--- config.mk ---
export PLATFORM = sky130hd
export DESIGN_NAME = least_squares_line_fit
export DESIGN_NICKNAME = d
export VERILOG_FILES = /design/src/design/lsq_pkg.sv /design/src/design/lsq_accum.sv /design/src/design/lsq_alu.sv /design/src/design/lsq_fit.sv /design/src/design/least_squares_line_fit.sv
export SDC_FILE = /design/constraint.sdc
export NUM_CORES = 2
export LEC_CHECK = 0
export ABC_AREA = 1
export BUFFER_PORTS_ARGS = -buffer_cell sky130_fd_sc_hd__buf_4
export CAP_MARGIN = 20
export CORE_ASPECT_RATIO = 2
export CORE_MARGIN = 3
export CORE_UTILIZATION = 58
export CTS_BUF_LIST = sky130_fd_sc_hd__clkbuf_16
export CTS_CLUSTER_DIAMETER = 60
export DETAILED_ROUTE_END_ITERATION = 8
export MAX_ROUTING_LAYER = met4
export PLACE_DENSITY = 0.71
export SLEW_MARGIN = 15
export SYNTH_ARGS = -nofsm -noshare
export SYNTH_HDL_FRONTEND = slang
export SYNTH_SLANG_ARGS = --single-unit
--- constraint.sdc ---
create_clock -name clk -period 26.3 [get_ports clk]
set_input_delay 1.315 -clock clk [delete_from_list [all_inputs] [get_ports clk]]
set_output_delay 1.315 -clock clk [all_outputs]
set_load 0.01 [all_outputs]
--- src/design/lsq_pkg.sv ---
// Shared types and constants for the least-squares line fit block.
// No dependencies; imported by every module of the block.
`default_nettype none

package lsq_pkg;

  localparam int COORD_W    = 16;
  localparam int FRAC_BITS  = COORD_W / 2;
  localparam int MAX_POINTS = 1024;
  localparam int CNT_W      = $clog2(MAX_POINTS + 1);

  // exact running sums
  localparam int SUM_W = COORD_W + CNT_W;
  localparam int XY_W  = 2 * COORD_W + CNT_W - 1;
  localparam int XX_W  = 2 * COORD_W + CNT_W - 2;

  // datapath of the shared adder: holds the scaled intercept numerator plus margin
  localparam int FIT_W     = 80;
  localparam int MUL_STEPS = SUM_W;
  localparam int Q_W       = 33;
  localparam int STEP_W    = 6;
  localparam int RES_W     = 32;

  localparam int SLOPE_SHIFT = 16;
  localparam int ICPT_SHIFT  = 16 - FRAC_BITS;

  localparam logic [Q_W-1:0]   Q_LIM_POS = 33'h0_7FFF_FFFF;
  localparam logic [Q_W-1:0]   Q_LIM_NEG = 33'h0_8000_0000;
  localparam logic [RES_W-1:0] RES_MAX   = 32'h7FFF_FFFF;
  localparam logic [RES_W-1:0] RES_MIN   = 32'h8000_0000;

  typedef enum logic [1:0] {
    ST_OK   = 2'd0,
    ST_FLAT = 2'd1,
    ST_MANY = 2'd2,
    ST_SAT  = 2'd3
  } status_t;

  typedef struct packed {
    logic [CNT_W-1:0]        cnt;
    logic signed [SUM_W-1:0] sx;
    logic signed [SUM_W-1:0] sy;
    logic signed [XY_W-1:0]  sxy;
    logic [XX_W-1:0]         sxx;
    logic                    overflow;
  } sums_t;

  typedef struct packed {
    logic signed [RES_W-1:0] slope;
    logic signed [RES_W-1:0] intercept;
    status_t                 status;
    logic [CNT_W-1:0]        count;
  } fit_res_t;

endpackage

`default_nettype wire

--- src/design/lsq_accum.sv ---
// Point accumulator: registers x*y and x*x, then adds them into the exact sums.
// Depends on lsq_pkg.
`default_nettype none

module lsq_accum
  import lsq_pkg::*;
(
  input  wire logic                      clk,
  input  wire logic                      rst,
  input  wire logic                      take,
  input  wire logic signed [COORD_W-1:0] x,
  input  wire logic signed [COORD_W-1:0] y,
  input  wire logic                      last,
  input  wire logic                      clear,
  output sums_t                          sums,
  output logic                           pend,
  output logic                           fit_start
);

  logic signed [COORD_W-1:0]   x_r;
  logic signed [COORD_W-1:0]   y_r;
  logic signed [2*COORD_W-1:0] xy_prod;
  logic signed [2*COORD_W-1:0] xx_prod;
  logic                        pend_last;
  logic                        pend_use;
  logic                        room;

  assign room      = sums.cnt < CNT_W'(MAX_POINTS);
  assign fit_start = pend & pend_last;

  always_ff @(posedge clk) begin
    if (take) begin
      x_r     <= x;
      y_r     <= y;
      xy_prod <= x * y;
      xx_prod <= x * x;
    end
  end

  always_ff @(posedge clk) begin
    if (rst) begin
      pend      <= 1'b0;
      pend_last <= 1'b0;
      pend_use  <= 1'b0;
    end else begin
      pend <= take;
      if (take) begin
        pend_last <= last;
        pend_use  <= room;
      end
    end
  end

  always_ff @(posedge clk) begin
    if (rst || clear) begin
      sums <= '0;
    end else begin
      // drop points beyond the limit, but remember that they came
      if (take && !room) begin
        sums.overflow <= 1'b1;
      end
      if (pend && pend_use) begin
        sums.cnt <= sums.cnt + CNT_W'(1);
        sums.sx  <= sums.sx + SUM_W'(x_r);
        sums.sy  <= sums.sy + SUM_W'(y_r);
        sums.sxy <= sums.sxy + XY_W'(xy_prod);
        sums.sxx <= sums.sxx + XX_W'($unsigned(xx_prod));
      end
    end
  end

endmodule

`default_nettype wire

--- src/design/lsq_alu.sv ---
// Shared add/subtract unit of the fit sequencer, also used as a compare.
// Depends on lsq_pkg.
`default_nettype none

module lsq_alu
  import lsq_pkg::*;
(
  input  wire logic [FIT_W-1:0] a,
  input  wire logic [FIT_W-1:0] b,
  input  wire logic             sub,
  output logic [FIT_W-1:0]      sum,
  output logic                  non_neg
);

  assign sum     = a + (sub ? ~b : b) + FIT_W'(sub);
  assign non_neg = ~sum[FIT_W-1];

endmodule

`default_nettype wire

--- src/design/lsq_fit.sv ---
// Fit sequencer: shift-add products and restoring divides on one shared adder.
// Depends on lsq_pkg and lsq_alu.
`default_nettype none

module lsq_fit
  import lsq_pkg::*;
(
  input  wire logic  clk,
  input  wire logic  rst,
  input  wire logic  start,
  input  wire sums_t sums,
  input  wire logic  res_free,
  output logic       busy,
  output logic       done,
  output fit_res_t   res
);

  typedef enum logic [8:0] {
    S_IDLE  = 9'b000000001,
    S_LOAD  = 9'b000000010,
    S_MUL   = 9'b000000100,
    S_MAG   = 9'b000001000,
    S_ADDN  = 9'b000010000,
    S_CHK   = 9'b000100000,
    S_DIV   = 9'b001000000,
    S_QOUT  = 9'b010000000,
    S_FINAL = 9'b100000000
  } state_t;

  // product order; odd entries are subtracted from the running value
  localparam logic [2:0] P_NSXX  = 3'd0;
  localparam logic [2:0] P_SXSX  = 3'd1;
  localparam logic [2:0] P_NSXY  = 3'd2;
  localparam logic [2:0] P_SXSY  = 3'd3;
  localparam logic [2:0] P_SXXSY = 3'd4;
  localparam logic [2:0] P_SXYSX = 3'd5;

  state_t            state;
  logic [2:0]        prod;
  logic [STEP_W-1:0] step;
  logic [FIT_W-1:0]  acc;
  logic [FIT_W-1:0]  mcand;
  logic [SUM_W-1:0]  mplier;
  logic [FIT_W-1:0]  den;
  logic [FIT_W-1:0]  rem;
  logic [Q_W-1:0]    quo;
  logic              neg;
  logic              sat;
  logic              flat;
  logic [RES_W-1:0]  slope_r;
  logic [RES_W-1:0]  icpt_r;

  logic [FIT_W-1:0]  sel_mc;
  logic [SUM_W-1:0]  sel_mp;
  logic [FIT_W-1:0]  alu_a;
  logic [FIT_W-1:0]  alu_b;
  logic              alu_sub;
  logic [FIT_W-1:0]  alu_sum;
  logic              ge;
  logic              too_big;
  logic [RES_W-1:0]  qval;
  logic [FIT_W-1:0]  sx_ext;
  logic [FIT_W-1:0]  sxy_ext;
  logic [FIT_W-1:0]  sxx_ext;
  logic [SUM_W-1:0]  sx_mp;
  logic [SUM_W-1:0]  sy_mp;
  logic [SUM_W-1:0]  n_mp;

  assign sx_ext  = {{(FIT_W-SUM_W){sums.sx[SUM_W-1]}}, sums.sx};
  assign sxy_ext = {{(FIT_W-XY_W){sums.sxy[XY_W-1]}}, sums.sxy};
  assign sxx_ext = FIT_W'(sums.sxx);
  assign sx_mp   = sums.sx;
  assign sy_mp   = sums.sy;
  assign n_mp    = SUM_W'(sums.cnt);

  always_comb begin
    case (prod)
      P_NSXX:  begin sel_mc = sxx_ext; sel_mp = n_mp;  end
      P_SXSX:  begin sel_mc = sx_ext;  sel_mp = sx_mp; end
      P_NSXY:  begin sel_mc = sxy_ext; sel_mp = n_mp;  end
      P_SXSY:  begin sel_mc = sx_ext;  sel_mp = sy_mp; end
      P_SXXSY: begin sel_mc = sxx_ext; sel_mp = sy_mp; end
      P_SXYSX: begin sel_mc = sxy_ext; sel_mp = sx_mp; end
      default: begin sel_mc = '0;      sel_mp = '0;    end
    endcase
  end

  always_comb begin
    alu_a   = acc;
    alu_b   = '0;
    alu_sub = 1'b0;
    case (state)
      S_MUL: begin
        alu_b   = mplier[0] ? mcand : '0;
        // the multiplier's top bit carries negative weight
        alu_sub = prod[0] ^ (step == STEP_W'(MUL_STEPS - 1));
      end
      S_MAG: begin
        alu_a   = acc[FIT_W-1] ? '0 : acc;
        alu_b   = acc[FIT_W-1] ? acc : '0;
        alu_sub = acc[FIT_W-1];
      end
      S_ADDN: begin
        // dividend 2*(|num| << s) + den gives round-half-away on division by 2*den
        alu_a = (prod == P_SXSY) ? (acc << (SLOPE_SHIFT + 1)) : (acc << (ICPT_SHIFT + 1));
        alu_b = den;
      end
      S_CHK: begin
        alu_a   = acc >> Q_W;
        alu_b   = den << 1;
        alu_sub = 1'b1;
      end
      S_DIV: begin
        alu_a   = {rem[FIT_W-2:0], acc[Q_W-1]};
        alu_b   = den << 1;
        alu_sub = 1'b1;
      end
      default: begin
        alu_a = acc;
      end
    endcase
  end

  lsq_alu u_alu (
    .a       (alu_a),
    .b       (alu_b),
    .sub     (alu_sub),
    .sum     (alu_sum),
    .non_neg (ge)
  );

  always_comb begin
    too_big = neg ? (quo > Q_LIM_NEG) : (quo > Q_LIM_POS);
    if (too_big) begin
      qval = neg ? RES_MIN : RES_MAX;
    end else begin
      qval = neg ? (~quo[RES_W-1:0] + RES_W'(1)) : quo[RES_W-1:0];
    end
  end

  always_ff @(posedge clk) begin
    if (rst) begin
      state <= S_IDLE;
    end else begin
      case (state)
        S_IDLE: begin
          if (start) begin
            prod    <= P_NSXX;
            sat     <= 1'b0;
            flat    <= 1'b0;
            slope_r <= '0;
            icpt_r  <= '0;
            state   <= S_LOAD;
          end
        end
        S_LOAD: begin
          mcand  <= sel_mc;
          mplier <= sel_mp;
          step   <= '0;
          if (!prod[0]) begin
            acc <= '0;
          end
          state <= S_MUL;
        end
        S_MUL: begin
          acc    <= alu_sum;
          mcand  <= mcand << 1;
          mplier <= mplier >> 1;
          step   <= step + STEP_W'(1);
          if (step == STEP_W'(MUL_STEPS - 1)) begin
            case (prod)
              P_SXSX: begin
                if (alu_sum[FIT_W-1] || alu_sum == '0) begin
                  flat  <= 1'b1;
                  state <= S_FINAL;
                end else begin
                  den   <= alu_sum;
                  prod  <= P_NSXY;
                  state <= S_LOAD;
                end
              end
              P_SXSY, P_SXYSX: begin
                state <= S_MAG;
              end
              default: begin
                prod  <= prod + 3'd1;
                state <= S_LOAD;
              end
            endcase
          end
        end
        S_MAG: begin
          neg   <= acc[FIT_W-1];
          acc   <= alu_sum;
          state <= S_ADDN;
        end
        S_ADDN: begin
          acc   <= alu_sum;
          state <= S_CHK;
        end
        S_CHK: begin
          if (ge) begin
            // quotient would not fit: force a saturated value
            quo   <= '1;
            state <= S_QOUT;
          end else begin
            rem   <= acc >> Q_W;
            quo   <= '0;
            step  <= '0;
            state <= S_DIV;
          end
        end
        S_DIV: begin
          rem  <= ge ? alu_sum : {rem[FIT_W-2:0], acc[Q_W-1]};
          quo  <= {quo[Q_W-2:0], ge};
          acc  <= acc << 1;
          step <= step + STEP_W'(1);
          if (step == STEP_W'(Q_W - 1)) begin
            state <= S_QOUT;
          end
        end
        S_QOUT: begin
          sat <= sat | too_big;
          if (prod == P_SXSY) begin
            slope_r <= qval;
            prod    <= P_SXXSY;
            state   <= S_LOAD;
          end else begin
            icpt_r <= qval;
            state  <= S_FINAL;
          end
        end
        S_FINAL: begin
          if (res_free) begin
            state <= S_IDLE;
          end
        end
        default: begin
          state <= S_IDLE;
        end
      endcase
    end
  end

  assign busy = (state != S_IDLE);
  assign done = (state == S_FINAL) && res_free;

  always_comb begin
    res.slope     = slope_r;
    res.intercept = icpt_r;
    res.count     = sums.cnt;
    if (flat) begin
      res.status = ST_FLAT;
    end else if (sums.overflow) begin
      res.status = ST_MANY;
    end else if (sat) begin
      res.status = ST_SAT;
    end else begin
      res.status = ST_OK;
    end
  end

endmodule

`default_nettype wire

--- src/design/least_squares_line_fit.sv ---
// Least-squares line fit: an ordinary point is multiplied into a register and then
// added into the sums before the next point is taken; the point marked last then holds
// the input while the fit sequencer runs six 27-step shift-add products and two
// 33-step divides on one shared 80-bit adder (two products if the x spread is zero).
// The result sits in an output register; new points are taken while it waits.
// Synchronous reset clears the sums, the sequencer and the output valid.
`default_nettype none

module least_squares_line_fit
  import lsq_pkg::*;
(
  input  wire logic                      clk,
  input  wire logic                      rst,
  input  wire logic                      point_valid,
  output logic                           point_ready,
  input  wire logic signed [COORD_W-1:0] point_x,
  input  wire logic signed [COORD_W-1:0] point_y,
  input  wire logic                      last_point,
  output logic                           fit_valid,
  input  wire logic                      fit_ready,
  output logic signed [RES_W-1:0]        slope,
  output logic signed [RES_W-1:0]        intercept,
  output logic [1:0]                     fit_status,
  output logic [CNT_W-1:0]               point_count
);

  sums_t    sums;
  fit_res_t res;
  fit_res_t out_r;
  logic     pend;
  logic     fit_start;
  logic     fit_busy;
  logic     fit_done;
  logic     res_free;
  logic     take;

  assign point_ready = ~pend & ~fit_busy;
  assign take        = point_valid & point_ready;
  assign res_free    = ~fit_valid | fit_ready;

  lsq_accum u_accum (
    .clk       (clk),
    .rst       (rst),
    .take      (take),
    .x         (point_x),
    .y         (point_y),
    .last      (last_point),
    .clear     (fit_done),
    .sums      (sums),
    .pend      (pend),
    .fit_start (fit_start)
  );

  lsq_fit u_fit (
    .clk      (clk),
    .rst      (rst),
    .start    (fit_start),
    .sums     (sums),
    .res_free (res_free),
    .busy     (fit_busy),
    .done     (fit_done),
    .res      (res)
  );

  // hold the result beat until taken
  always_ff @(posedge clk) begin
    if (rst) begin
      fit_valid <= 1'b0;
    end else if (fit_done) begin
      fit_valid <= 1'b1;
    end else if (fit_ready) begin
      fit_valid <= 1'b0;
    end
  end

  always_ff @(posedge clk) begin
    if (fit_done) begin
      out_r <= res;
    end
  end

  assign slope       = out_r.slope;
  assign intercept   = out_r.intercept;
  assign fit_status  = out_r.status;
  assign point_count = out_r.count;

endmodule

`default_nettype wire
Word level (Yosys, flattened, before mapping)
Cells that the tools add are included.
Word-level totals
  register bits: 790
  input port bits: 37
  logic and storage cells: 184
Operators by class
  $add $sub $neg: 10
  $mul: 2
  $lt $le $gt $ge: 3
  eq/ne operators: 29
  mux-type cells: 55
  bitwise operators: 14
  reduce and logical (&&, ||, !) cells: 39
Operators by type and width (count)
  case mux 80 bit (4 select lines): 2
  case mux 80 bit (3 select lines): 2
  2-to-1 mux 80 bit: 5
  2-to-1 mux 79 bit: 3
  2-to-1 mux 32 bit: 6
  case mux 80 bit (2 select lines): 1
  case mux 79 bit (2 select lines): 1
  case mux 32 bit (2 select lines): 2
  case mux 27 bit (3 select lines): 1
  case mux 9 bit (9 select lines): 1
  adder 80 x 1 -> 80 bit: 1
  adder 80 bit: 1
  zero test 80 bit: 1
  inverter 80 bit: 1
  case mux 33 bit (2 select lines): 1
  multiplier 16 x 16 -> 32 bit: 2
  adder 27 x 16 -> 27 bit: 2
  2-to-1 mux 9 bit: 6
  case mux 27 bit (2 select lines): 1
  adder 42 x 32 -> 42 bit: 1
  adder 41 x 32 -> 41 bit: 1
  > comparator 33 x 31 -> 1 bit (second input constant): 1
  > comparator 33 x 32 -> 1 bit (second input constant): 1
  2-to-1 mux 33 bit: 1
  53 further kinds: 107

Longest topological paths before layout
  depth in word-level cells: 13
  depth in mapped cells: 41
  depth with buffers taken out: 39

Cells and area by module
From an unflattened synthesis, not the netlist that was laid out.
Unflattened totals
  cell total of the unflattened synthesis: 9656
  area total of the unflattened synthesis: 73400.4 sq um
By module, submodules not included
  lsq_accum: times used 1, cells an instance 5062, area each 37340.8 sq um
  lsq_fit: times used 1, cells an instance 2830, area each 25309.3 sq um
  lsq_alu: times used 1, cells an instance 1680, area each 8379.3 sq um
  least_squares_line_fit: times used 1, cells an instance 84, area each 2371.0 sq um

Worst setup path before layout
No wires, ideal clock.
  kind: register to register
  from: register u_fit.prod[2]
  to: register u_fit.den[0], enable pin
  setup time: 0.715 ns
  arrival: 11.680 ns
  slack: 13.905 ns
  cell stages (with the launch flop): 33
  buffers on the path: 4
  clock period less this slack: 12.395 ns
  path through: edfxtp_1 > clkbuf_1 > inv_1 > ha_1 > clkbuf_1 > clkbuf_1 > clkbuf_1 > nor2_1 > a21oi_1 > nor2_1 > a221oi_1 > o21ai_0 > ha_1 > nand2_1 > inv_1 > a21oi_1 > a21boi_0 > nor2_1 > nor2_1 > nand2_1 > a21oi_1 > inv_1 > nand2_1 > nand2_1 > nand2_1 > nor2_1 > nand3_1 > nor2_1 > nand3_1 > nor2_1 > nand4_1 > nand2_4 > nor4_1
On the way
  longest elaborated chain between the ends: 9
  elaborated cells on any way between the ends: 10
Ends and longest elaborated chain
  start, declared: line lsq_fit.sv:39  | logic [2:0] prod;
  start signal, assigned: line lsq_fit.sv:186  | prod <= prod + 3'd1;
  equality test 3 x 2 -> 1 bit: line lsq_fit.sv:105  | alu_a = (prod == P_SXSY) ? (acc << (SLOPE_SHIFT + 1)) : (acc << (ICPT_SHIFT + 1));
  2-to-1 mux 80 bit: line lsq_fit.sv:105
  case mux 80 bit (4 select lines): line lsq_fit.sv:92  | case (state)
  adder 80 bit: line lsq_alu.sv:15  | assign sum = a + (sub ? ~b : b) + FIT_W'(sub);
  adder 80 x 1 -> 80 bit: line lsq_alu.sv:15
  zero test 80 bit: line lsq_fit.sv:173  | if (alu_sum[FIT_W-1] || alu_sum == '0) begin
  logical OR 1 bit: line lsq_fit.sv:173
  inverter 1 bit (no line)
  AND reduction 5 bit (no line) (*)
  end signal, assigned: line lsq_fit.sv:177  | den <= alu_sum;
  end, declared: line lsq_fit.sv:44  | logic [FIT_W-1:0] den;
Every way passes the cells marked *; elsewhere a longest branch is shown, timed or not.
A chain may end at the register's enable or synchronous reset.

Worst setup path after layout
  from: register u_fit.state[6]
  to: register u_fit.den[24], enable pin
On the way
  longest elaborated chain between the ends: 11
  elaborated cells on any way between the ends: 17
Ends and longest elaborated chain
  start, declared: line lsq_fit.sv:38  | state_t state;
  start signal, assigned: line lsq_fit.sv:143  | state <= S_IDLE;
  start signal, assigned: line lsq_fit.sv:153  | state <= S_LOAD;
  start signal, assigned: line lsq_fit.sv:163  | state <= S_MUL;
  equality test 9 x 6 -> 1 bit or equality test 9 x 7 -> 1 bit (tied branches): line lsq_fit.sv:92
  OR reduction 2 bit (no line)
  case mux 80 bit (4 select lines): line lsq_fit.sv:92
  inverter 80 bit: line lsq_alu.sv:15
  2-to-1 mux 80 bit: line lsq_alu.sv:15
  adder 80 bit: line lsq_alu.sv:15
  adder 80 x 1 -> 80 bit (*): line lsq_alu.sv:15
  net u_fit.alu_sum[22]: line lsq_fit.sv:58  | logic [FIT_W-1:0] alu_sum;
  zero test 80 bit (*): line lsq_fit.sv:173
  logical OR 1 bit (*): line lsq_fit.sv:173
  inverter 1 bit (no line) (*)
  AND reduction 5 bit (no line) (*)
Mark *: on every way through the listed nets, which the timed path passes. The rest lies on a longest branch.

==> qor.yml <==
die_w_um: 246
postCtsHoldBufs: 0
slowest_stage: "nor2_1"
synth_cells: 8005
fill_cells: 9740
setup_viol: 0
final_common_cell: "inv_1"
cts-buffers-inserted: 73
hold_slack_ns: 0.415
final_antenna_net_count: 0
drt_wl_total_mm: 308
grt_use_total_pct: 56.3
finClkSkew_ns: 0.0717
cpMostUsedCell: "nand2_1"
start_kind: "register"
start_util_pct: 58.6
clock-sinks: 788
rsz0062_at_grt: "false"
max_freq_mhz: 101
met3_usage_pct: 29.8
overflow: 0
worst_pin_slew_ns: 1.43
ioPinCount: 116
ir_drop_mv: 0.284
cts_resized: 0
fin_crit_ns: 9.94
grt_pass1_vias: 65060
grt_antenna_before_repair: 48
hold_violations: 0
grt_first_pass_wirelength_mm: 467
drive_gt1_share_pct: 5.75
met2_usage_pct: 81.8
tns_ns: 0
drc_errors: 15
clock_path_buffers: 3
cp_max_fo: 53
drv_slew: 0
power_density_nw_per_um2: 102
drtPass1Iterations: 9
fp.dieH_um: 486
multiInputGateArea_sq_um: 37800
max-slew-margin-rel_pct: 3.37
drt_iter0_markers: 8104
critical_path_class: "reg2reg"
maxCapViolations: 0
finalCritPeriodShare_pct: 37.8
gp_congestion: 1.17
wl_per_cell_um: 32.1
synthArstFlopShare_pct: 0
post-cts-setup-buffer-count: 0
ys.flop_type: "edfxtp_1"
grt.busiest_layer: "met2"
grt_max_degree: 78
layout.nets: 8897
grtUsageMet1_pct: 50.8
postSynthAreaPerCell_sq_um: 8.35
hold_path.class: "reg2reg"
synth-seq-cells: 788
io_buffer_count: 115
yosysSeqAreaShare_pct: 33.0
slowest_delay_ns: 0.98
rows: 175
syn_nets: 8927
required_ns: 26.64
cts_tree: "done"
syn_to_final_growth_pct: 7.68
power_w: 0.00737
ys_types: 69
die-area_sq_um: 120000
num_vias: 63223
finalNonFillerCells: 9602
worst_setup_path_end_kind: "register"
worstPathArrival_ns: 10.28
outcome: "finished with violations"
seq_area_sq_um: 22000
core_area_sq_um: 114000
dp.cells: 9385
final_core_util_pct: 63.1
p_leak_nw: 32.9
synth_area_sq_um: 66900
path_clk_slew_ns: 0.08
cts-root-buf: "clkbuf_16"
dpl.hpwl_mm: 222
final_cell_mix: "1562 x inv_1, 1526 x nand2_1, 626 x edfxtp_1"
cts-htree-levels: 3
ys_warn_count: 0
insertion_delay_ns: 0.78
viasPerCell: 6.58
synth_edf_count: 626
violations: "DRC"
-- synth_stat cells, drive strengths merged (6+ instances only) --
cell type  count  share of area [%]
inv         1575                8.9
nand2       1547                8.8
edfxtp       626                 28
nor2         625                3.6
o21ai        567                4.3
fa           504                 15
a21oi        490                3.8
ha           381                7.1
clkbuf       270                1.5
xor2         235                3.1
dfxtp        162                4.8
nand3        154                1.2
o22ai        136                1.3
a221oi       106                1.4
nor3          75               0.58
xnor2         74               0.97
o32ai         52               0.68
buf           48               0.42
o2111ai       43               0.56
o221ai        43               0.56
nand4         40               0.37
o21bai        35               0.39
a31oi         32               0.32
o21a          26               0.29
a21boi        24               0.27
o211ai        24               0.27
a22o          21               0.28
nand3b        21               0.24
a21o          17               0.19
nor4          12               0.12
a211oi         8              0.090
or2            7              0.066
clkinv         6              0.034
-- registers in the layout (all words and copies together), names as in the netlist, 6 cells and up --
| name | count |
|---|---|
| u_fit.den | 80 |
| slope | 32 |
| point_count | 11 |
| u_accum.xx_prod | 31 |
| u_accum.sums | 149 |
| u_accum.xy_prod | 32 |
| u_fit.rem | 79 |
| u_accum.y_r | 16 |
| u_fit.state | 9 |
| u_fit.quo | 33 |
| u_fit.slope_r | 32 |
| intercept | 32 |
| u_fit.step | 6 |
| u_fit.mplier | 27 |
| u_fit.icpt_r | 32 |
| u_accum.x_r | 15 |
| u_fit.mcand | 80 |
| u_fit.acc | 80 |
-- per-stage QoR --
| step | instance area [sq um] | setup WS [ns] |
|---|---|---|
| floorplan | 66900 | 13.91 |
| global placement | 69100 | 17.24 |
| detailed placement | 69100 | 17.46 |
| CTS | 71500 | 17.41 |
| global route | 72000 | 16.49 |
| finish | 72000 | 16.36 |
-- where the power goes --
| part | internal [W] | switching, W | total [W] |
|---|---|---|---|
| clock network | 0.000580 | 0.000555 | 0.00114 |
| registers | 0.00165 | 0.0000588 | 0.00171 |
| logic | 0.00168 | 0.00285 | 0.00453 |
-- worst max-delay path: cells and delay by family, from the launching register on --
kind,cells,cell delay [ns]
fa+ha+maj,1,0.50
simple gates,24,5.42
buf+inv,6,2.64
flops,1,0.44
compound gates,1,0.30
-- layer usage --
metal	wire length [um]	part of all wire, %
met2	139000	45
met1	84200	27
met5	0	0
met3	37500	12
met4	46800	15
-- area by class of cell --
type / instances / area share (%)
multi-input combinational: 5318 / 52.5
inverter: 1581 / 8.27
antenna: 64 / 0.222
clock buffer: 76 / 2.64
sequential: 788 / 30.6
tap: 1504 / 2.61
timing repair buffer: 213 / 2.43
clock inverter: 58 / 0.752
-- cells by family after synthesis --
logic type / count (synthesis) / synth area share (%)
simple gates: 2489 / 15.1
buf+inv: 1899 / 10.8
compound gates: 1635 / 14.8
fa+ha+maj: 885 / 22.2
flops: 788 / 33.0
xor+xnor: 309 / 4.05
-- final timing paths --
path | startpoint | endpoint | slack [ns] | depth (start not counted)
worst max-delay path | u_fit.state[6] | u_fit.den[24] | 16.36 | 32
worst min-delay path | u_fit.slope_r[10] | slope[10] | 0.41 | 0
worst min register to register | u_fit.slope_r[10] | slope[10] | 0.41 | 0
worst max register to register | u_fit.state[6] | u_fit.den[24] | 16.36 | 32
No activity file was read; power rests on OpenSTA's default activity.
